--- src/design/clbe_pkg.sv ---
// package for the controller link and button event block
// shared constants, types and small lookup functions; no dependencies
`timescale 1ns / 1ps
`default_nettype none

package clbe_pkg;

    localparam int MAX_BUTTONS      = 8;
    localparam int MAX_RESULTS      = 8;
    localparam int DEF_NUM_BUTTONS  = 8;
    localparam int DEF_TIME_WIDTH   = 48;
    localparam int DEF_HASH_WIDTH   = 64;
    localparam int HASH_PORT_W      = 64;
    localparam int TIME_PORT_W      = 48;
    localparam int WIN_W            = 16;
    localparam int CAP_W            = 4;
    localparam int CFG_DATA_W       = 16;

    localparam logic [WIN_W-1:0] WIN_RESET = 16'd1000;
    localparam logic [CAP_W-1:0] CAP_RESET = 4'd8;
    localparam logic [CAP_W-1:0] CAP_MAX   = 4'(MAX_RESULTS);

    typedef enum logic
    {
        CFG_LIVE_WINDOW = 1'b0,
        CFG_EVENT_CAP   = 1'b1
    } cfg_index_t;

    typedef enum logic [1:0]
    {
        EV_ENTER    = 2'd0,
        EV_BACK     = 2'd1,
        EV_SUMMON   = 2'd2,
        EV_RECENTER = 2'd3
    } event_code_t;

    // pointer owner, two's complement: minus one means none
    typedef logic [1:0] owner_t;
    localparam owner_t OWNER_LEFT  = 2'b00;
    localparam owner_t OWNER_RIGHT = 2'b01;
    localparam owner_t OWNER_NONE  = 2'b11;

    typedef struct packed
    {
        logic [MAX_BUTTONS-1:0] edges;
        logic [MAX_BUTTONS-1:0] buttons;
        owner_t                 owner;
        logic [1:0]             link;
    } tick_result_t;

    function automatic event_code_t button_code(input logic [2:0] b);
        event_code_t code;
        unique case (b) inside
            3'd0, 3'd1, 3'd6, 3'd7: code = EV_ENTER;
            3'd2, 3'd3:             code = EV_BACK;
            3'd4:                   code = EV_SUMMON;
            3'd5:                   code = EV_RECENTER;
            default:                code = EV_ENTER;
        endcase
        return code;
    endfunction

    function automatic logic [2:0] lowest_set(input logic [MAX_BUTTONS-1:0] mask);
        logic [2:0] idx;
        idx = 3'd0;
        for (int i = MAX_BUTTONS - 1; i >= 0; i--)
        begin
            if (mask[i])
            begin
                idx = 3'(i);
            end
        end
        return idx;
    endfunction

endpackage

`default_nettype wire

--- src/design/clbe_ifs.sv ---
// valid/ready channel interfaces for tick items and event items
// depends on clbe_pkg for field widths
`timescale 1ns / 1ps
`default_nettype none

interface clbe_tick_if;
    logic                                valid;
    logic                                ready;
    logic                                controller;
    logic [clbe_pkg::HASH_PORT_W-1:0]    block_hash;
    logic [clbe_pkg::MAX_BUTTONS-1:0]    button_bits;
    logic [clbe_pkg::TIME_PORT_W-1:0]    now_ms;

    modport source (output valid, controller, block_hash, button_bits, now_ms, input ready);
    modport sink   (input valid, controller, block_hash, button_bits, now_ms, output ready);
endinterface

interface clbe_event_if;
    logic              valid;
    logic              ready;
    logic              has_event;
    logic [1:0]        event_code;
    logic              pressed;
    logic signed [1:0] active_controller;
    logic              left_connected;
    logic              right_connected;
    logic              last;

    modport source (output valid, has_event, event_code, pressed, active_controller,
                    left_connected, right_connected, last, input ready);
    modport sink   (input valid, has_event, event_code, pressed, active_controller,
                    left_connected, right_connected, last, output ready);
endinterface

`default_nettype wire

--- src/design/clbe_track.sv ---
// per-controller hash tracking, link state, pointer owner and button edges
// depends on clbe_pkg; state advances on the go strobe
`timescale 1ns / 1ps
`default_nettype none

module clbe_track #(
    parameter int NUM_BUTTONS = clbe_pkg::DEF_NUM_BUTTONS,
    parameter int TIME_WIDTH  = clbe_pkg::DEF_TIME_WIDTH,
    parameter int HASH_WIDTH  = clbe_pkg::DEF_HASH_WIDTH
) (
    input  wire logic                              clk,
    input  wire logic                              rst_n,
    input  wire logic                              go,
    input  wire logic                              controller,
    input  wire logic [clbe_pkg::HASH_PORT_W-1:0]  block_hash,
    input  wire logic [clbe_pkg::MAX_BUTTONS-1:0]  button_bits,
    input  wire logic [clbe_pkg::TIME_PORT_W-1:0]  now_ms,
    input  wire logic [clbe_pkg::WIN_W-1:0]        live_window,
    output clbe_pkg::tick_result_t                 result
);

    localparam int NB = (NUM_BUTTONS < clbe_pkg::MAX_BUTTONS) ? NUM_BUTTONS
                                                              : clbe_pkg::MAX_BUTTONS;
    localparam logic [clbe_pkg::MAX_BUTTONS-1:0] BTN_MASK =
        clbe_pkg::MAX_BUTTONS'((1 << NB) - 1);
    localparam int CTW = TIME_WIDTH + 1;
    localparam int DW  = TIME_WIDTH + 2;

    logic [HASH_WIDTH-1:0]  last_hash_reg [2];
    logic [HASH_WIDTH-1:0]  last_hash_next;
    logic signed [CTW-1:0]  change_time_reg [2];
    logic signed [CTW-1:0]  change_time_next;
    logic [1:0]             seen_reg;
    logic [1:0]             link_reg;
    logic [1:0]             link_next;
    clbe_pkg::owner_t       owner_reg;
    clbe_pkg::owner_t       owner_next;
    logic [NB-1:0]          prev_reg [2];
    logic [NB-1:0]          prev_next;

    logic                   which;
    logic                   other;
    logic [HASH_WIDTH-1:0]  hash;
    logic                   changed;
    logic                   seen_old;
    logic [TIME_WIDTH-1:0]  now;
    logic signed [CTW-1:0]  ct_first;
    logic signed [DW-1:0]   diff;
    logic signed [DW-1:0]   win_ext;
    logic                   live;
    logic [clbe_pkg::MAX_BUTTONS-1:0] btn8;
    logic [clbe_pkg::MAX_BUTTONS-1:0] prev8;
    logic [clbe_pkg::MAX_BUTTONS-1:0] edges;

    assign which    = controller;
    assign other    = ~controller;
    assign hash     = block_hash[HASH_WIDTH-1:0];
    assign changed  = hash != last_hash_reg[which];
    assign seen_old = seen_reg[which];
    assign now      = TIME_WIDTH'(now_ms);

    // first change is back-dated by one window
    assign ct_first = $signed({1'b0, now}) - $signed(CTW'(live_window));
    assign diff     = $signed({2'b00, now}) - $signed({change_time_reg[which][CTW-1],
                                                      change_time_reg[which]});
    assign win_ext  = $signed(DW'(live_window));

    // on a change the new age is zero when seen before, else exactly one window
    assign live = changed ? (seen_old && (live_window != '0))
                          : (seen_old && (diff < win_ext));

    assign last_hash_next   = hash;
    assign change_time_next = seen_old ? $signed({1'b0, now}) : ct_first;
    assign btn8             = button_bits & BTN_MASK;
    assign prev8            = clbe_pkg::MAX_BUTTONS'(prev_reg[which]);

    always_comb
    begin
        link_next  = link_reg;
        owner_next = owner_reg;
        edges      = '0;
        if (live && !link_reg[which])
        begin
            link_next[which] = 1'b1;
            if (owner_reg == clbe_pkg::OWNER_NONE)
            begin
                owner_next = clbe_pkg::owner_t'({1'b0, which});
            end
        end
        else if (!live && link_reg[which])
        begin
            link_next[which] = 1'b0;
            if (owner_reg == clbe_pkg::owner_t'({1'b0, which}))
            begin
                owner_next = link_reg[other] ? clbe_pkg::owner_t'({1'b0, other})
                                             : clbe_pkg::OWNER_NONE;
            end
        end
        if (link_next[which])
        begin
            edges = btn8 ^ prev8;
            if ((btn8 & ~prev8) != '0)
            begin
                owner_next = clbe_pkg::owner_t'({1'b0, which});
            end
        end
    end

    assign prev_next = link_next[which] ? btn8[NB-1:0] : '0;

    always_ff @(posedge clk or negedge rst_n)
    begin
        if (!rst_n)
        begin
            last_hash_reg[0]   <= '0;
            last_hash_reg[1]   <= '0;
            change_time_reg[0] <= '0;
            change_time_reg[1] <= '0;
            seen_reg           <= '0;
            link_reg           <= '0;
            owner_reg          <= clbe_pkg::OWNER_NONE;
            prev_reg[0]        <= '0;
            prev_reg[1]        <= '0;
        end
        else if (go)
        begin
            if (changed)
            begin
                last_hash_reg[which]   <= last_hash_next;
                change_time_reg[which] <= change_time_next;
                seen_reg[which]        <= 1'b1;
            end
            link_reg        <= link_next;
            owner_reg       <= owner_next;
            prev_reg[which] <= prev_next;
        end
    end

    assign result.edges   = edges;
    assign result.buttons = btn8;
    assign result.owner   = owner_next;
    assign result.link    = link_next;

endmodule

`default_nettype wire

--- src/design/clbe_events.sv ---
// result register that drains one tick's button edges in button order
// depends on clbe_pkg and clbe_event_if; one item per cycle while ev.ready is high
`timescale 1ns / 1ps
`default_nettype none

module clbe_events (
    input  wire logic                        clk,
    input  wire logic                        rst_n,
    input  wire logic                        load,
    input  wire clbe_pkg::tick_result_t      result,
    input  wire logic [clbe_pkg::CAP_W-1:0]  event_cap,
    output logic                             free,
    clbe_event_if.source                     ev
);

    logic                                valid_reg;
    logic [clbe_pkg::MAX_BUTTONS-1:0]    mask_reg;
    logic [clbe_pkg::MAX_BUTTONS-1:0]    btn_reg;
    logic [clbe_pkg::CAP_W-1:0]          left_reg;
    logic                                status_reg;
    clbe_pkg::owner_t                    owner_reg;
    logic [1:0]                          link_reg;

    logic [clbe_pkg::CAP_W-1:0]          cap_eff;
    logic [2:0]                          idx;
    logic [clbe_pkg::MAX_BUTTONS-1:0]    rest;
    logic                                last_c;
    logic                                take;

    assign cap_eff = (event_cap > clbe_pkg::CAP_MAX) ? clbe_pkg::CAP_MAX : event_cap;
    assign idx     = clbe_pkg::lowest_set(mask_reg);
    assign rest    = mask_reg & ~(clbe_pkg::MAX_BUTTONS'(1) << idx);
    assign last_c  = status_reg || (rest == '0) || (left_reg == clbe_pkg::CAP_W'(1));
    assign take    = valid_reg && ev.ready;
    assign free    = !valid_reg || (ev.ready && last_c);

    always_ff @(posedge clk or negedge rst_n)
    begin
        if (!rst_n)
        begin
            valid_reg <= 1'b0;
        end
        else if (load)
        begin
            valid_reg <= 1'b1;
        end
        else if (take && last_c)
        begin
            valid_reg <= 1'b0;
        end
    end

    always_ff @(posedge clk)
    begin
        if (load)
        begin
            mask_reg   <= result.edges;
            btn_reg    <= result.buttons;
            left_reg   <= cap_eff;
            // nothing to report: one status-only item
            status_reg <= (result.edges == '0) || (cap_eff == '0);
            owner_reg  <= result.owner;
            link_reg   <= result.link;
        end
        else if (take && !last_c)
        begin
            mask_reg <= rest;
            left_reg <= left_reg - clbe_pkg::CAP_W'(1);
        end
    end

    assign ev.valid             = valid_reg;
    assign ev.has_event         = !status_reg;
    assign ev.event_code        = status_reg ? clbe_pkg::EV_ENTER : clbe_pkg::button_code(idx);
    assign ev.pressed           = !status_reg && btn_reg[idx];
    assign ev.active_controller = $signed(owner_reg);
    assign ev.left_connected    = link_reg[0];
    assign ev.right_connected   = link_reg[1];
    assign ev.last              = last_c;

endmodule

`default_nettype wire

--- src/design/controller_link_and_button_events.sv ---
// top level: input register, config registers, tracker and event drain
// an accepted tick waits in the input register, then loads into the result register
// once the drain is free; a tick gives max(1, events) items, at most 8, drained
// at one item per cycle while ready is high; the input register overlaps the drain
// reset: links down, no owner, hashes, times and buttons cleared, window 1000, cap 8
// depends on clbe_pkg, clbe_ifs, clbe_track, clbe_events
`timescale 1ns / 1ps
`default_nettype none

module controller_link_and_button_events #(
    parameter int NUM_BUTTONS = clbe_pkg::DEF_NUM_BUTTONS,
    parameter int TIME_WIDTH  = clbe_pkg::DEF_TIME_WIDTH,
    parameter int HASH_WIDTH  = clbe_pkg::DEF_HASH_WIDTH
) (
    input  wire logic                             clk,
    input  wire logic                             rst_n,
    input  wire logic                             cfg_wr_en,
    input  wire logic                             cfg_index,
    input  wire logic [clbe_pkg::CFG_DATA_W-1:0]  cfg_wdata,
    clbe_tick_if.sink                             tick_in,
    clbe_event_if.source                          event_out
);

    logic                                in_valid_reg;
    logic                                controller_reg;
    logic [clbe_pkg::HASH_PORT_W-1:0]    hash_reg;
    logic [clbe_pkg::MAX_BUTTONS-1:0]    buttons_reg;
    logic [clbe_pkg::TIME_PORT_W-1:0]    now_reg;
    logic [clbe_pkg::WIN_W-1:0]          window_reg;
    logic [clbe_pkg::CAP_W-1:0]          cap_reg;

    logic                                accept;
    logic                                load;
    logic                                free;
    clbe_pkg::tick_result_t              result;

    assign load          = in_valid_reg && free;
    assign tick_in.ready = !in_valid_reg || load;
    assign accept        = tick_in.valid && tick_in.ready;

    always_ff @(posedge clk or negedge rst_n)
    begin
        if (!rst_n)
        begin
            in_valid_reg <= 1'b0;
            window_reg   <= clbe_pkg::WIN_RESET;
            cap_reg      <= clbe_pkg::CAP_RESET;
        end
        else
        begin
            if (accept)
            begin
                in_valid_reg <= 1'b1;
            end
            else if (load)
            begin
                in_valid_reg <= 1'b0;
            end
            if (cfg_wr_en)
            begin
                unique case (clbe_pkg::cfg_index_t'(cfg_index))
                    clbe_pkg::CFG_LIVE_WINDOW: window_reg <= cfg_wdata[clbe_pkg::WIN_W-1:0];
                    clbe_pkg::CFG_EVENT_CAP:   cap_reg    <= cfg_wdata[clbe_pkg::CAP_W-1:0];
                    default:                   cap_reg    <= cap_reg;
                endcase
            end
        end
    end

    always_ff @(posedge clk)
    begin
        if (accept)
        begin
            controller_reg <= tick_in.controller;
            hash_reg       <= tick_in.block_hash;
            buttons_reg    <= tick_in.button_bits;
            now_reg        <= tick_in.now_ms;
        end
    end

    clbe_track #(
        .NUM_BUTTONS (NUM_BUTTONS),
        .TIME_WIDTH  (TIME_WIDTH),
        .HASH_WIDTH  (HASH_WIDTH)
    ) u_track (
        .clk         (clk),
        .rst_n       (rst_n),
        .go          (load),
        .controller  (controller_reg),
        .block_hash  (hash_reg),
        .button_bits (buttons_reg),
        .now_ms      (now_reg),
        .live_window (window_reg),
        .result      (result)
    );

    clbe_events u_events (
        .clk       (clk),
        .rst_n     (rst_n),
        .load      (load),
        .result    (result),
        .event_cap (cap_reg),
        .free      (free),
        .ev        (event_out)
    );

endmodule

`default_nettype wire

--- src/flat_wrapper.sv ---
// flat-port wrapper written by rule: the top's interface ports become plain ports
module controller_link_and_button_events_flat 
#(
    parameter int NUM_BUTTONS = clbe_pkg::DEF_NUM_BUTTONS,
    parameter int TIME_WIDTH  = clbe_pkg::DEF_TIME_WIDTH,
    parameter int HASH_WIDTH  = clbe_pkg::DEF_HASH_WIDTH
)
  (clk, rst_n, cfg_wr_en, cfg_index, cfg_wdata, tick_in_valid, tick_in_controller, tick_in_block_hash, tick_in_button_bits, tick_in_now_ms, tick_in_ready, event_out_valid, event_out_has_event, event_out_event_code, event_out_pressed, event_out_active_controller, event_out_left_connected, event_out_right_connected, event_out_last, event_out_ready);
  clbe_tick_if tick_in_i ();
  clbe_event_if event_out_i ();
  input  wire logic clk;
  input  wire logic rst_n;
  input  wire logic cfg_wr_en;
  input  wire logic cfg_index;
  input  wire logic [clbe_pkg::CFG_DATA_W-1:0] cfg_wdata;
  input wire logic [$bits(tick_in_i.valid)-1:0] tick_in_valid;
  input wire logic [$bits(tick_in_i.controller)-1:0] tick_in_controller;
  input wire logic [$bits(tick_in_i.block_hash)-1:0] tick_in_block_hash;
  input wire logic [$bits(tick_in_i.button_bits)-1:0] tick_in_button_bits;
  input wire logic [$bits(tick_in_i.now_ms)-1:0] tick_in_now_ms;
  output wire logic [$bits(tick_in_i.ready)-1:0] tick_in_ready;
  output wire logic [$bits(event_out_i.valid)-1:0] event_out_valid;
  output wire logic [$bits(event_out_i.has_event)-1:0] event_out_has_event;
  output wire logic [$bits(event_out_i.event_code)-1:0] event_out_event_code;
  output wire logic [$bits(event_out_i.pressed)-1:0] event_out_pressed;
  output wire logic [$bits(event_out_i.active_controller)-1:0] event_out_active_controller;
  output wire logic [$bits(event_out_i.left_connected)-1:0] event_out_left_connected;
  output wire logic [$bits(event_out_i.right_connected)-1:0] event_out_right_connected;
  output wire logic [$bits(event_out_i.last)-1:0] event_out_last;
  input wire logic [$bits(event_out_i.ready)-1:0] event_out_ready;
  assign tick_in_i.valid = tick_in_valid;
  assign tick_in_i.controller = tick_in_controller;
  assign tick_in_i.block_hash = tick_in_block_hash;
  assign tick_in_i.button_bits = tick_in_button_bits;
  assign tick_in_i.now_ms = tick_in_now_ms;
  assign tick_in_ready = tick_in_i.ready;
  assign event_out_valid = event_out_i.valid;
  assign event_out_has_event = event_out_i.has_event;
  assign event_out_event_code = event_out_i.event_code;
  assign event_out_pressed = event_out_i.pressed;
  assign event_out_active_controller = event_out_i.active_controller;
  assign event_out_left_connected = event_out_i.left_connected;
  assign event_out_right_connected = event_out_i.right_connected;
  assign event_out_last = event_out_i.last;
  assign event_out_i.ready = event_out_ready;
  controller_link_and_button_events #(.NUM_BUTTONS(NUM_BUTTONS), .TIME_WIDTH(TIME_WIDTH), .HASH_WIDTH(HASH_WIDTH)) u_core (.clk(clk), .rst_n(rst_n), .cfg_wr_en(cfg_wr_en), .cfg_index(cfg_index), .cfg_wdata(cfg_wdata), .tick_in(tick_in_i), .event_out(event_out_i));
endmodule
--- config.mk ---
export PLATFORM = sky130hd
export DESIGN_NAME = controller_link_and_button_events_flat
export DESIGN_NICKNAME = d
export VERILOG_FILES = /design/src/design/clbe_pkg.sv /design/src/design/clbe_ifs.sv /design/src/design/clbe_track.sv /design/src/design/clbe_events.sv /design/src/design/controller_link_and_button_events.sv /design/src/flat_wrapper.sv
export SDC_FILE = /design/constraint.sdc
export NUM_CORES = 1
export LEC_CHECK = 0
export ABC_AREA = 1
export BUFFER_PORTS_ARGS = -buffer_cell sky130_fd_sc_hd__buf_2
export CELL_PAD_IN_SITES_DETAIL_PLACEMENT = 0
export CELL_PAD_IN_SITES_GLOBAL_PLACEMENT = 2
export CORE_MARGIN = 3
export CORE_UTILIZATION = 39
export DETAILED_ROUTE_END_ITERATION = 10
export HOLD_SLACK_MARGIN = 0.15
export PLACE_DENSITY_LB_ADDON = 0.1
export SLEW_MARGIN = 20
export SYNTH_ARGS = -nofsm -noshare
export SYNTH_HDL_FRONTEND = slang
export SYNTH_SLANG_ARGS = --single-unit
--- constraint.sdc ---
create_clock -name clk -period 13.35 [get_ports clk]
set_input_delay 0.6675 -clock clk [delete_from_list [all_inputs] [get_ports clk]]
set_output_delay 0.6675 -clock clk [all_outputs]
set_load 0.01 [all_outputs]
# Word level (Yosys, flattened, before mapping)
# Cells that the tools add are included.
dict set report word_totals {
  ff_bits 416
  input_bits 143
  out_inout_bits 11
  word_cells 153
}
dict set report op_classes {
  n_addsub 3
  n_lt_le_gt_ge 8
  n_eq_ne 8
  shifts 1
  n_mux 62
  n_bitwise 12
  n_reduce_logical 36
}
# operator count
set op_table {}
lappend op_table {{2-to-1 mux 64 bit} 4}
lappend op_table {{2-to-1 mux 49 bit} 5}
lappend op_table {{bitwise mux 128 bit} 1}
lappend op_table {{bitwise mux 98 bit} 1}
lappend op_table {{demux 64 bit (select 1 bit)} 1}
lappend op_table {{2-to-1 mux 8 bit} 8}
lappend op_table {{inequality test 64 bit} 1}
lappend op_table {{< comparator 50 x 17 -> 1 bit} 1}
lappend op_table {{subtractor 49 x 49 -> 50 bit} 1}
lappend op_table {{demux 49 bit (select 1 bit)} 1}
lappend op_table {{subtractor 48 x 16 -> 49 bit} 1}
lappend op_table {{2-to-1 mux 3 bit} 8}
lappend op_table {{2-to-1 mux 2 bit} 10}
lappend op_table {{AND 8 bit} 2}
lappend op_table {{bitwise mux 16 bit} 1}
lappend op_table {{logical NOT 8 bit} 2}
lappend op_table {{inverter 8 bit} 2}
lappend op_table {{nonzero test 16 bit} 1}
lappend op_table {{2-to-1 mux 1 bit} 15}
lappend op_table {{logical AND 1 bit} 13}
lappend op_table {{2-to-1 mux 4 bit} 3}
lappend op_table {{demux 8 bit (select 1 bit)} 1}
lappend op_table {{nonzero test 8 bit} 1}
lappend op_table {{left shift 1 x 3 -> 8 bit (first input constant)} 1}
lappend op_table {{27 further kinds} 45}

# Logic depth before layout (Yosys ltp)
# Gate-level depths: netlist of run 1.
dict set report depth {
  ltp_word 20
  mapped_depth 34
}

# Hierarchy
# A second synthesis of run 1 with hierarchy kept.
dict set report hier_totals {
  cells_unflattened 3055
  hier_area_um2 23959.2
}
# mod n_inst cells_per_inst area_per_inst_um2 seq_area_each_um2
set by_module_without_submodules {}
lappend by_module_without_submodules {clbe_track 1 2700 18149.9 6208.5}
lappend by_module_without_submodules {controller_link_and_button_events 1 216 4490.6 4167.7}
lappend by_module_without_submodules {clbe_events 1 139 1318.8 775.7}

# Least setup slack after synthesis of run 1
# OpenSTA, ideal clock, no wires.
dict set report synth_path {
  path_kind {register to register}
  start {register u_core.u_events.mask_reg[6] (netlist name)}
  end {register u_core.buttons_reg[0] (netlist name) (enable)}
  setup_ns 0.474
  arrival_time_ns 4.272
  slack_ns 8.603
  stages_incl_launch_ff 15
  path_buffers 0
  period_less_slack_ns 4.747
  cell_sequence {edfxtp_1 or2_1 nand2_1 nor2_1 nor3_2 nor2_4 nor2_1 inv_1 o21ai_1 nand2_1 o21ai_2 a21boi_2 nand2_1 nand2_1 inv_1}
}
dict set report synth_via {
  elab_chain_len 18
}
# element line
set synth_lines {}
lappend synth_lines {{from (decl)} clbe_events.sv:17} ;# logic [clbe_pkg::MAX_BUTTONS-1:0] mask_reg;
lappend synth_lines {{from (signal assigned)} clbe_events.sv:57} ;# mask_reg <= result.edges;
lappend synth_lines {{from (signal assigned)} clbe_events.sv:67} ;# mask_reg <= rest;
lappend synth_lines {{2-to-1 mux 3 bit (7 in a row)} clbe_pkg.sv:68} ;# if (mask[i])
lappend synth_lines {{left shift 1 x 3 -> 8 bit} clbe_events.sv:32} ;# assign rest = mask_reg & ~(clbe_pkg::MAX_BUTTONS'(1) << idx);
lappend synth_lines {{inverter 8 bit} clbe_events.sv:32}
lappend synth_lines {{AND 8 bit *} clbe_events.sv:32}
lappend synth_lines {{logical NOT 8 bit *} clbe_events.sv:33} ;# assign last_c = status_reg || (rest == '0) || (left_reg == clbe_pkg::CAP_W'(1));
lappend synth_lines {{logical OR 1 bit * (2 in a row)} clbe_events.sv:33}
lappend synth_lines {{net event_out_last} flat_wrapper.sv:29} ;# output wire logic [$bits(event_out_i.last)-1:0] event_out_last;
lappend synth_lines {{logical AND 1 bit *} clbe_events.sv:35} ;# assign free = !valid_reg || (ev.ready && last_c);
lappend synth_lines {{logical OR 1 bit *} clbe_events.sv:35}
lappend synth_lines {{logical AND 1 bit *} controller_link_and_button_events.sv:37} ;# assign load = in_valid_reg && free;
lappend synth_lines {{logical OR 1 bit *} controller_link_and_button_events.sv:38} ;# assign tick_in.ready = !in_valid_reg || load;
lappend synth_lines {{net tick_in_ready} flat_wrapper.sv:21} ;# output wire logic [$bits(tick_in_i.ready)-1:0] tick_in_ready;
lappend synth_lines {{logical AND 1 bit *} controller_link_and_button_events.sv:39} ;# assign accept = tick_in.valid && tick_in.ready;
lappend synth_lines {{net u_core.accept} controller_link_and_button_events.sv:32} ;# logic accept;
lappend synth_lines {{to (signal assigned)} controller_link_and_button_events.sv:76} ;# buttons_reg <= tick_in.button_bits;
lappend synth_lines {{to (decl)} controller_link_and_button_events.sv:27} ;# logic [clbe_pkg::MAX_BUTTONS-1:0] buttons_reg;
# Mark *: on every way through the listed nets, which the timed path passes. The rest lies on a longest branch.
# A chain may end at the register's enable or synchronous reset.

==> results of run 1 <==
## cell usage after synthesis (2+ instances only)
library cell / instances / share of area
nor2_4: 4 / 0.0019
or2_2: 3 / 0.00079
dfrtp_1: 261 / 0.27
ha_1: 91 / 0.048
buf_1: 5 / 0.00079
nand3_1: 84 / 0.018
clkbuf_1: 23 / 0.0036
nor3_1: 27 / 0.0057
a21o_1: 2 / 0.00063
nor2_1: 193 / 0.030
a21oi_1: 82 / 0.017
or2_1: 2 / 0.00053
o21a_1: 2 / 0.00063
a41oi_1: 2 / 0.00074
o31ai_1: 3 / 0.00095
o21ai_1: 69 / 0.015
o21bai_1: 8 / 0.0025
dfstp_2: 9 / 0.0099
xor2_1: 94 / 0.035
nand2_2: 2 / 0.00053
buf_2: 29 / 0.0061
nor4_1: 26 / 0.0068
o211ai_1: 2 / 0.00063
fa_1: 2 / 0.0017
o21ai_0: 231 / 0.049
inv_1: 405 / 0.064
a31oi_1: 3 / 0.00079
edfxtp_1: 146 / 0.18
and2_1: 4 / 0.0011
mux2i_1: 16 / 0.0067
o22ai_1: 2 / 0.00053
xnor2_1: 31 / 0.011
buf_6: 4 / 0.0019
inv_2: 12 / 0.0019
nor3_2: 3 / 0.0013
nand3b_1: 6 / 0.0019
nand2_1: 1112 / 0.18
nand4_1: 27 / 0.0071
buf_4: 24 / 0.0076
## cells by family (layout without fill, tap and decap cells)
| logic type | after synthesis | in the layout | share of synthesized area |
|---|---|---|---|
| buffers and inverters | 503 | 676 | 0.0859 |
| adder cells (fa/ha/maj) | 93 | 93 | 0.0495 |
| XOR/XNOR | 125 | 125 | 0.0460 |
| AND/OR/NAND/NOR | 1496 | 1496 | 0.253 |
| multiplexers | 16 | 16 | 0.00673 |
| other | 0 | 3 | 0 |
| flip-flops | 416 | 416 | 0.469 |
| AO/OA/AOI/OAI | 413 | 413 | 0.0904 |
## repair_timing
item | in CTS | in global routing
gates resized for setup | 0 | 0
setup endpoints to repair | 0 | 0
hold buffers | 1 | 0
hold endpoints to repair | 73 | 0
buffers inserted | 0 | 0
## area by class of cell
class | instances | area [µm²]
tap | 773 | 967
clock buffer | 69 | 1390
multi-input combinational | 2143 | 10600
fill | 6081 | 32900
timing repair buffer | 167 | 896
sequential | 416 | 11200
antenna | 3 | 7.51
clock inverter | 22 | 229
inverter | 418 | 1580
## worst paths after layout
check | to | depth (start not counted) | slack, ns | startpoint
max in group asynchronous | u_core.u_track.change_time_reg[25] | 4 | 10.53 | rst_n
max | u_core.u_events.ev.active_controller[1] | 25 | 7.47 | u_core.controller_reg
min in group asynchronous | u_core.window_reg[13] | 2 | 0.65 | rst_n
max reg2reg | u_core.u_events.ev.active_controller[1] | 25 | 7.47 | u_core.controller_reg
min | u_core.hash_reg[23] | 1 | 0.23 | tick_in_block_hash[23]
min reg2reg | u_core.u_track.seen_reg[0] | 2 | 0.45 | u_core.u_track.seen_reg[0]
## power by group
group	switching (mW)	internal (mW)	total, mW
registers	0.268	1.85	2.12
clock network	0.547	0.772	1.32
logic	1.93	0.969	2.90
## worst max-delay path, cell delays in order (launching register included)
cell and delay (ns):
edfxtp_1 1.04, o21ai_0 0.43, ha_1 0.53, nand2_1 0.14, nor2_1 0.28, nand3_1 0.19, or2_1 0.24, nand2_1 0.16
xor2_1 0.17, ha_1 0.26, a21oi_1 0.16, nor3_1 0.07, nor3_1 0.12, a21oi_1 0.09, nor2_1 0.16, nand2_1 0.09
nor2_1 0.10, nand3_1 0.10, nor2_1 0.09, nand3_1 0.15, nand3_1 0.25, nand2_2 0.28, inv_2 0.26, nand3_1 0.12
nand2_1 0.08, nor2_1 0.04
## metal layers
| layer | vias to the layer above | wire length (µm) | track usage |
|---|---|---|---|
| li1 | 9990 | - | - |
| met3 | 102 | 3550 | 0.0390 |
| met2 | 368 | 29500 | 0.328 |
| met5 | - | 106 | 0 |
| met1 | 9214 | 32700 | 0.304 |
| met4 | 14 | 1430 | 0.0539 |
## stage by stage
step / total power [mW] / utilization / setup slack (ns) / instances
6_report: 6.34 / 0.449 / 7.47 / 4011
5_1_grt: 6.92 / 0.449 / 6.96 / 4009
4_1_cts: 6.41 / 0.449 / 7.42 / 4008
3_5_place_dp: 5.05 / 0.422 / 7.46 / 3916
3_3_place_gp: 5.01 / 0.422 / 7.47 / 3916
2_1_floorplan: 4.20 / - / 8.60 / 3062
==> metrics.yaml, run 1 <==
status: "completed"
antenna_found_initial: 11
die_area_um2: 64000
maxSlewHeadroom: 0.275
coreArea_um2: 59700
overflow: 0
clk_pin_slew_ns: 0.06
drive_gt1_frac: 0.0866
hold_ws_ns: 0.233
stdcell_area_um2: 26800
drv_cap: 0
vias: 19700
final_cell_mix: "1112 x nand2_1, 404 x inv_1, 261 x dfrtp_1"
largest_register_ffs: 128
leakagePower_nw: 13.2
synth_cell_type_count: 50
drc_errors: 0
grt.total_usage: 0.211
ios: 154
ys_seq_area_frac: 0.469
dr.pass1.iters: 5
arrival_ns: 6.22
syn_inst: 3062
setup_viol: 0
finalCritPeriodShare: 0.440
tns_ns: 0
clockRootBuffer: "clkbuf_16"
grt_max_degree: 198
placed_area_um2: 25200
area_growth_pct: 12.7
yosysWarnings: 0
wl_per_cell_um: 16.8
synth_edf_count: 146
avgSynthCellArea_um2: 7.77
drv_slew: 0
clockBufferDepth: 3
viasPerCell: 4.91
tritoncts: "built"
layout_commonest_cell: "nand2_1"
synthArstFlopShare: 0.649
end_kind: "flip-flop"
hold_class: "in2reg"
clk_latency_ns: 0.60
hpwl_um: 49700
synth_fp_nets: 3298
final.min_clock_period_ns: 5.88
wirelength_um: 67400
synthFlopType: "dfrtp_1"
die_w_um: 253
path_max_fanout: 31
ir_worst_vdd_v: 0.000128
required_ns: 13.69
num-nets-final: 3431
drtIter0Drc: 1180
cts.sinks: 416
worstSetupPathType: "reg2reg"
die_h_um: 253
htree_levels: 2
synth_seq_cells: 416
tightestPinTransition_ns: 1.09
place.port_buffers: 153
syn_area_um2: 23800
power_density_nw_per_um2: 236
hold_viol_final: 0
rsz0062_at_grt: "false"
drtAntennaViolNets: 0
grt_pass1_vias: 18900
numCtsBuffers: 49
gp_congestion: 0.866
grt_pass1_wl_um: 106000
start_util: 0.399
rows: 89
skew_ns: 0.0269
fmax_mhz: 170
start_kind: "flip-flop"
(Power assumes the default switching activity.)
==> inputs of run 2 (changes only) <==
--- a/config.mk
+++ b/config.mk
@@ -10,7 +10,7 @@
 export CELL_PAD_IN_SITES_DETAIL_PLACEMENT = 0
 export CELL_PAD_IN_SITES_GLOBAL_PLACEMENT = 2
 export CORE_MARGIN = 3
-export CORE_UTILIZATION = 39
+export CORE_UTILIZATION = 37
 export DETAILED_ROUTE_END_ITERATION = 10
 export HOLD_SLACK_MARGIN = 0.15
 export PLACE_DENSITY_LB_ADDON = 0.1
==> constraint.sdc (replaced) <==
create_clock -name clk -period 5.5 [get_ports clk]
set_input_delay 0.275 -clock clk [delete_from_list [all_inputs] [get_ports clk]]
set_output_delay 0.275 -clock clk [all_outputs]
set_load 0.01 [all_outputs]
==> run 2 against run 1 <==
  * Global-route usage rose by 0.17 points
  * Die area increased by 5.3%
  * Fmax grew 20%
  * Non-clock buffer count grew 160
  * Register-to-register slack worse by 6.9 ns
  * Core utilization rose by 0.24 points
  * Critical path type unchanged
  * Largest power group unchanged
  * Sequential share of layout area is 2.6 points lower
  * Highest routed layer unchanged
  * Cell area rose by 6.6%
==> metrics.yaml, run 2 (same netlist as run 1, synthesis figures left out) <==
status: "completed"
busiest_layer: "met2"
gp_congestion: 0.871
drive_gt1_frac: 0.0883
ir_worst_vdd_v: 0.000282
skew_ns: 0.0346
end_kind: "flip-flop"
tritoncts: "built"
grt_pass1_vias: 20000
coreArea_um2: 63300
numCtsBuffers: 49
setup_viol: 0
arrival_ns: 5.42
wl_per_cell_um: 16.8
rows: 92
hpwl_um: 50900
required_ns: 6.01
vias: 20300
gr-usage-met3: 0.0285
die_area_um2: 67400
drc_errors: 0
num-nets-final: 3591
grt_max_degree: 161
drv_slew: 0
drv_cap: 0
grtUsageMet1: 0.310
leakagePower_nw: 14.0
fmax_mhz: 204
tightestPinTransition_ns: 1.05
layout_commonest_cell: "nand2_1"
antenna_found_initial: 3
final_cell_mix: "1112 x nand2_1, 404 x inv_1, 261 x dfrtp_1"
path_max_fanout: 27
final.fill_count: 6441
worstSetupPathType: "reg2reg"
clk_pin_slew_ns: 0.07
dp.cells: 4006
slowest_stage: "edfxtp_1"
start_util: 0.376
maxSlewHeadroom: 0.300
wirelength_um: 71400
drtAntennaViolNets: 0
dr.pass1.iters: 5
fin_cells: 4245
viasPerCell: 4.79
die_w_um: 260
grt.total_usage: 0.213
htree_levels: 2
clockBufferDepth: 3
largest_register_ffs: 128
drtIter0Drc: 1295
start_kind: "flip-flop"
final.min_clock_period_ns: 4.91
overflow: 0
cp_slowest_stage_delay_ns: 0.39
ios: 154
hold_class: "in2async"
rsz0062_at_grt: "false"
tns_ns: 0
finalCritPeriodShare: 0.892
grt_pass1_wl_um: 112000
die_h_um: 260
post_cts_buffers: 0
area_growth_pct: 20.2
hold_viol_final: 0
power_density_nw_per_um2: 554
clockRootBuffer: "clkbuf_16"
cts.sinks: 416
clk_latency_ns: 0.62
rr_worst_depth: 28
place.port_buffers: 153
gr-usage-met2: 0.337
run 2: cell types whose count changed in the layout (fill, tap and decap cells not counted), sizes merged, moves of 3 or more:
cell,delta
buf,+18
bufinv,+3
clkbuf,+3
clkinv,-3
clkinvlp,-3
dlygate4sd3,+142
run 2: worst paths after layout:
path                                             from                          endpoint  slack [ns]
setup / recovery                u_core.controller_reg        u_core.u_track.prev_reg[5]        0.59
hold / removal                                  rst_n             u_core.window_reg[13]        0.26
setup reg to reg                u_core.controller_reg        u_core.u_track.prev_reg[5]        0.59
hold reg to reg            u_core.u_track.seen_reg[0]        u_core.u_track.seen_reg[0]        0.45
max in group asynchronous                       rst_n  u_core.u_track.last_hash_reg[18]        4.00
min in group clk                   tick_in_now_ms[16]                u_core.now_reg[16]        0.37
run 2: power by group:
part | leakage (nW) | total, mW | internal [mW] | switching, mW
clock network | 0.831 | 3.40 | 2.02 | 1.38
logic | 8.44 | 7.29 | 2.49 | 4.80
registers | 4.71 | 5.16 | 4.50 | 0.654
total | 14.0 | 15.8 | 9.01 | 6.84
run 2: final cells by class:
type,instances,area (µm²),share of cell area
antenna,3,7.51,0.000262
clock buffer,72,1400,0.0490
clock inverter,20,295,0.0103
inverter,418,1570,0.0550
multi-input combinational,2143,10600,0.371
sequential,416,11200,0.390
tap,846,1060,0.0370
timing repair buffer,327,2510,0.0878
run 2: per-stage QoR:
step	setup slack, ns	hold WS, ns	power (mW)	util	cell area, µm²
after floorplan	0.753	-0.0206	10.2	-	23800
after global placement	0.385	0.340	12.3	0.402	25400
after detailed placement	0.378	0.351	12.4	0.402	25400
after CTS	0.386	0.274	16.0	0.451	28600
after global routing	0.110	0.316	17.3	0.452	28600
final	0.591	0.261	15.8	0.452	28600
run 2: layer usage:
layer	vias up	wire, µm
li1	10300	-
met1	9572	34900
met2	387	32100
met3	76	3140
met4	2	1230
met5	-	13
run 2: critical path: cells and delay by family, from the launching register on:
kind,cells,cell delay [ns]
simple gates,17,2.24
compound gates,5,0.76
xor+xnor,1,0.23
flops,1,0.39
buf+inv,3,0.54
fa+ha+maj,2,0.66
run 2: what timing repair did:
item,CTS,global route
hold endpoints to repair,231,0
hold buffers,143,0
gates resized for setup,0,2
setup endpoints to repair,0,4
==> inputs of run 3 (changes only) <==
--- a/config.mk
+++ b/config.mk
@@ -7,9 +7,9 @@
 export LEC_CHECK = 0
 export ABC_AREA = 1
 export BUFFER_PORTS_ARGS = -buffer_cell sky130_fd_sc_hd__buf_2
+export CAP_MARGIN = 30
 export CELL_PAD_IN_SITES_DETAIL_PLACEMENT = 0
 export CELL_PAD_IN_SITES_GLOBAL_PLACEMENT = 2
-export CORE_MARGIN = 3
 export CORE_UTILIZATION = 37
 export DETAILED_ROUTE_END_ITERATION = 10
 export HOLD_SLACK_MARGIN = 0.15
@@ -17,4 +17,5 @@
 export SLEW_MARGIN = 20
 export SYNTH_ARGS = -nofsm -noshare
 export SYNTH_HDL_FRONTEND = slang
+export SYNTH_HIERARCHICAL = 1
 export SYNTH_SLANG_ARGS = --single-unit
==> run 3 against run 2 <==
  * Sequential cell count unchanged
  * Wire length is 4.3% lower
  * Hold slack better by 0.034 ns
  * Non-clock buffer count is 1 higher
  * Final cell count shrank 0.49%
  * Cell area up 0.71%
==> metrics.yaml, run 3 <==
largest_register_ffs: 128
fin_cells: 4224
skew_ns: 0.0131
finalWorstSetupSlack_ns: 0.664
start_util: 0.377
final_cell_mix: "1130 x nand2_1, 394 x inv_1, 261 x dfrtp_1"
dr.pass1.iters: 5
start_kind: "flip-flop"
grt.total_usage: 0.209
required_ns: 5.83
num-nets-final: 3575
rsz0062_at_grt: "false"
synthArstFlopShare: 0.649
hpwl_um: 47900
drtAntennaViolNets: 0
rows: 92
synth-xor-area-share: 0.0457
status: "completed"
synth_area_leaders: "dfrtp_1 27%, edfxtp_1 18%, nand2_1 18%"
yosys-top-cells-count: "1130 x nand2_1, 394 x inv_1, 261 x dfrtp_1, 204 x o21ai_0, 169 x nor2_1"
clockBufferDepth: 3
layout_commonest_cell: "nand2_1"
leakagePower_nw: 14.0
wirelength_um: 68300
synth_compound_area_frac: 0.0867
syn_inst: 3055
tns_ns: 0
rr_worst_depth: 29
viasPerCell: 4.73
setup_viol: 0
ir_worst_vdd_v: 0.000261
cp_common_cell: "nand2_1"
worstSetupPathType: "reg2reg"
synth.area.mux_share: 0.00668
synth-simple-area-share: 0.258
arrival_ns: 5.17
ios: 154
synth.most_common_cell: "nand2_1"
grt_pass1_wl_um: 109000
drtIter0Drc: 1176
path_max_fanout: 49
synthAdderAreaFrac: 0.0492
htree_levels: 2
coreArea_um2: 63500
numCtsBuffers: 49
ys_seq_area_frac: 0.465
synth_top_area_frac: 0.273
end_kind: "flip-flop"
dp.cells: 3973
die_h_um: 256
tritoncts: "built"
diodes: 0
place.port_buffers: 153
drc_errors: 0
clk_pin_slew_ns: 0.06
cp_slowest_stage_delay_ns: 0.42
fmax_mhz: 207
synth_fp_nets: 3291
overflow: 0
clockRootBuffer: "clkbuf_16"
pre_cts_ws_ns: 0.631
power_density_nw_per_um2: 538
die_area_um2: 65800
cts.sinks: 416
area_growth_pct: 20.2
tightestPinTransition_ns: 0.875
grt_pass1_vias: 20100
clk_latency_ns: 0.60
finalCritPeriodShare: 0.879
maxSlewHeadroom: 0.416
wl_per_cell_um: 16.2
gp_congestion: 0.849
synth_edf_count: 146
yosysWarnings: 6
antenna_found_initial: 1
hold_class: "in2async"
drv_slew: 0
yosys.area.top_type: "dfrtp_1"
slowest_stage: "buf_4"
synth_seq_cells: 416
synthFlopType: "dfrtp_1"
drive_gt1_frac: 0.101
drv_cap: 0
vias: 20000
grt_max_degree: 175
synth_cell_type_count: 56
hold_viol_final: 0
synth_top_family_by_area: "simple AND/OR/NAND/NOR gates"
avgSynthCellArea_um2: 7.84
die_w_um: 256
final.min_clock_period_ns: 4.84
syn_area_um2: 24000
[run 3: cell types whose count changed in the layout (fill, tap and decap cells not counted), moves of 13 or more]
cell and delta:
o21ai_0 -26, nor2_1 -23, buf_4 -20, dlygate4sd3_1 +18, nand2_1 +18, nor2_2 +13
[run 3: critical path: cells and delay by family, from the launching register on]
family,cells,cell delay (ns)
simple gates,19,2.13
xor+xnor,1,0.18
fa+ha+maj,2,0.66
buf+inv,2,0.46
flops,1,0.39
compound gates,5,0.72
[run 3: path summary, 6_finish.rpt]
kind	endpoint	slack [ns]	startpoint
worst max-delay path	u_core/u_events/status_reg	0.66	u_core/controller_reg
worst min-delay path	u_core/window_reg[13]	0.30	rst_n
worst max register to register	u_core/u_events/status_reg	0.66	u_core/controller_reg
worst min register to register	u_core/u_track/seen_reg[0]	0.45	u_core/u_track/seen_reg[0]
max in group asynchronous	u_core/u_track/last_hash_reg[111]	3.85	rst_n
min in group clk	u_core/hash_reg[18]	0.38	tick_in_block_hash[18]
[run 3: final cells by class]
class                      instances  area (µm²)
clock inverter                    29         439
clock buffer                      61        1350
fill                            6369       34700
multi-input combinational       2139       10700
tap                              846        1060
sequential                       416       11200
inverter                         405        1530
timing repair buffer             328        2580
[run 3: kinds of logic (layout without fill, tap and decap cells)]
kind of cell    Yosys count  count (layout)
simple gates           1517            1517
buf+inv                 500             823
compound gates          389             389
fa+ha+maj                93              93
flops                   416             416
mux                      15              15
xor+xnor                125             125
[run 3: layer usage]
| metal | global-route usage | vias up | routed length (µm) |
|---|---|---|---|
| met2 | 0.360 | 310 | 32800 |
| met4 | 0.0521 | 0 | 1400 |
| li1 | - | 10200 | - |
| met5 | 0 | - | 0 |
| met1 | 0.278 | 9386 | 32000 |
| met3 | 0.0239 | 81 | 2060 |
[run 3: power by group]
group	total (mW)	internal, mW	switching, mW	leakage, nW
clock network	3.58	2.22	1.36	0.888
registers	5.05	4.46	0.590	4.70
logic	6.85	2.39	4.46	8.43
total	15.5	9.07	6.41	14.0
[run 3: repair_timing]
| action | 4_1_cts | 5_1_grt |
|---|---|---|
| hold buffers | 161 | 0 |
| resized for setup | 0 | 0 |
| setup endpoints to repair | 0 | 0 |
| endpoints found under the hold margin | 236 | 0 |
| buffers inserted | 0 | 0 |
[run 3: per-stage QoR]
| stage | area [µm²] | hold slack (ns) | utilization | power (mW) |
|---|---|---|---|---|
| global placement | 25400 | 0.377 | 0.400 | 11.8 |
| CTS | 28800 | 0.324 | 0.453 | 15.7 |
| global route | 28800 | 0.355 | 0.453 | 16.9 |
| floorplan | 24000 | -0.0206 | - | 9.99 |
| detailed placement | 25400 | 0.381 | 0.400 | 11.9 |
| finish | 28800 | 0.295 | 0.453 | 15.5 |
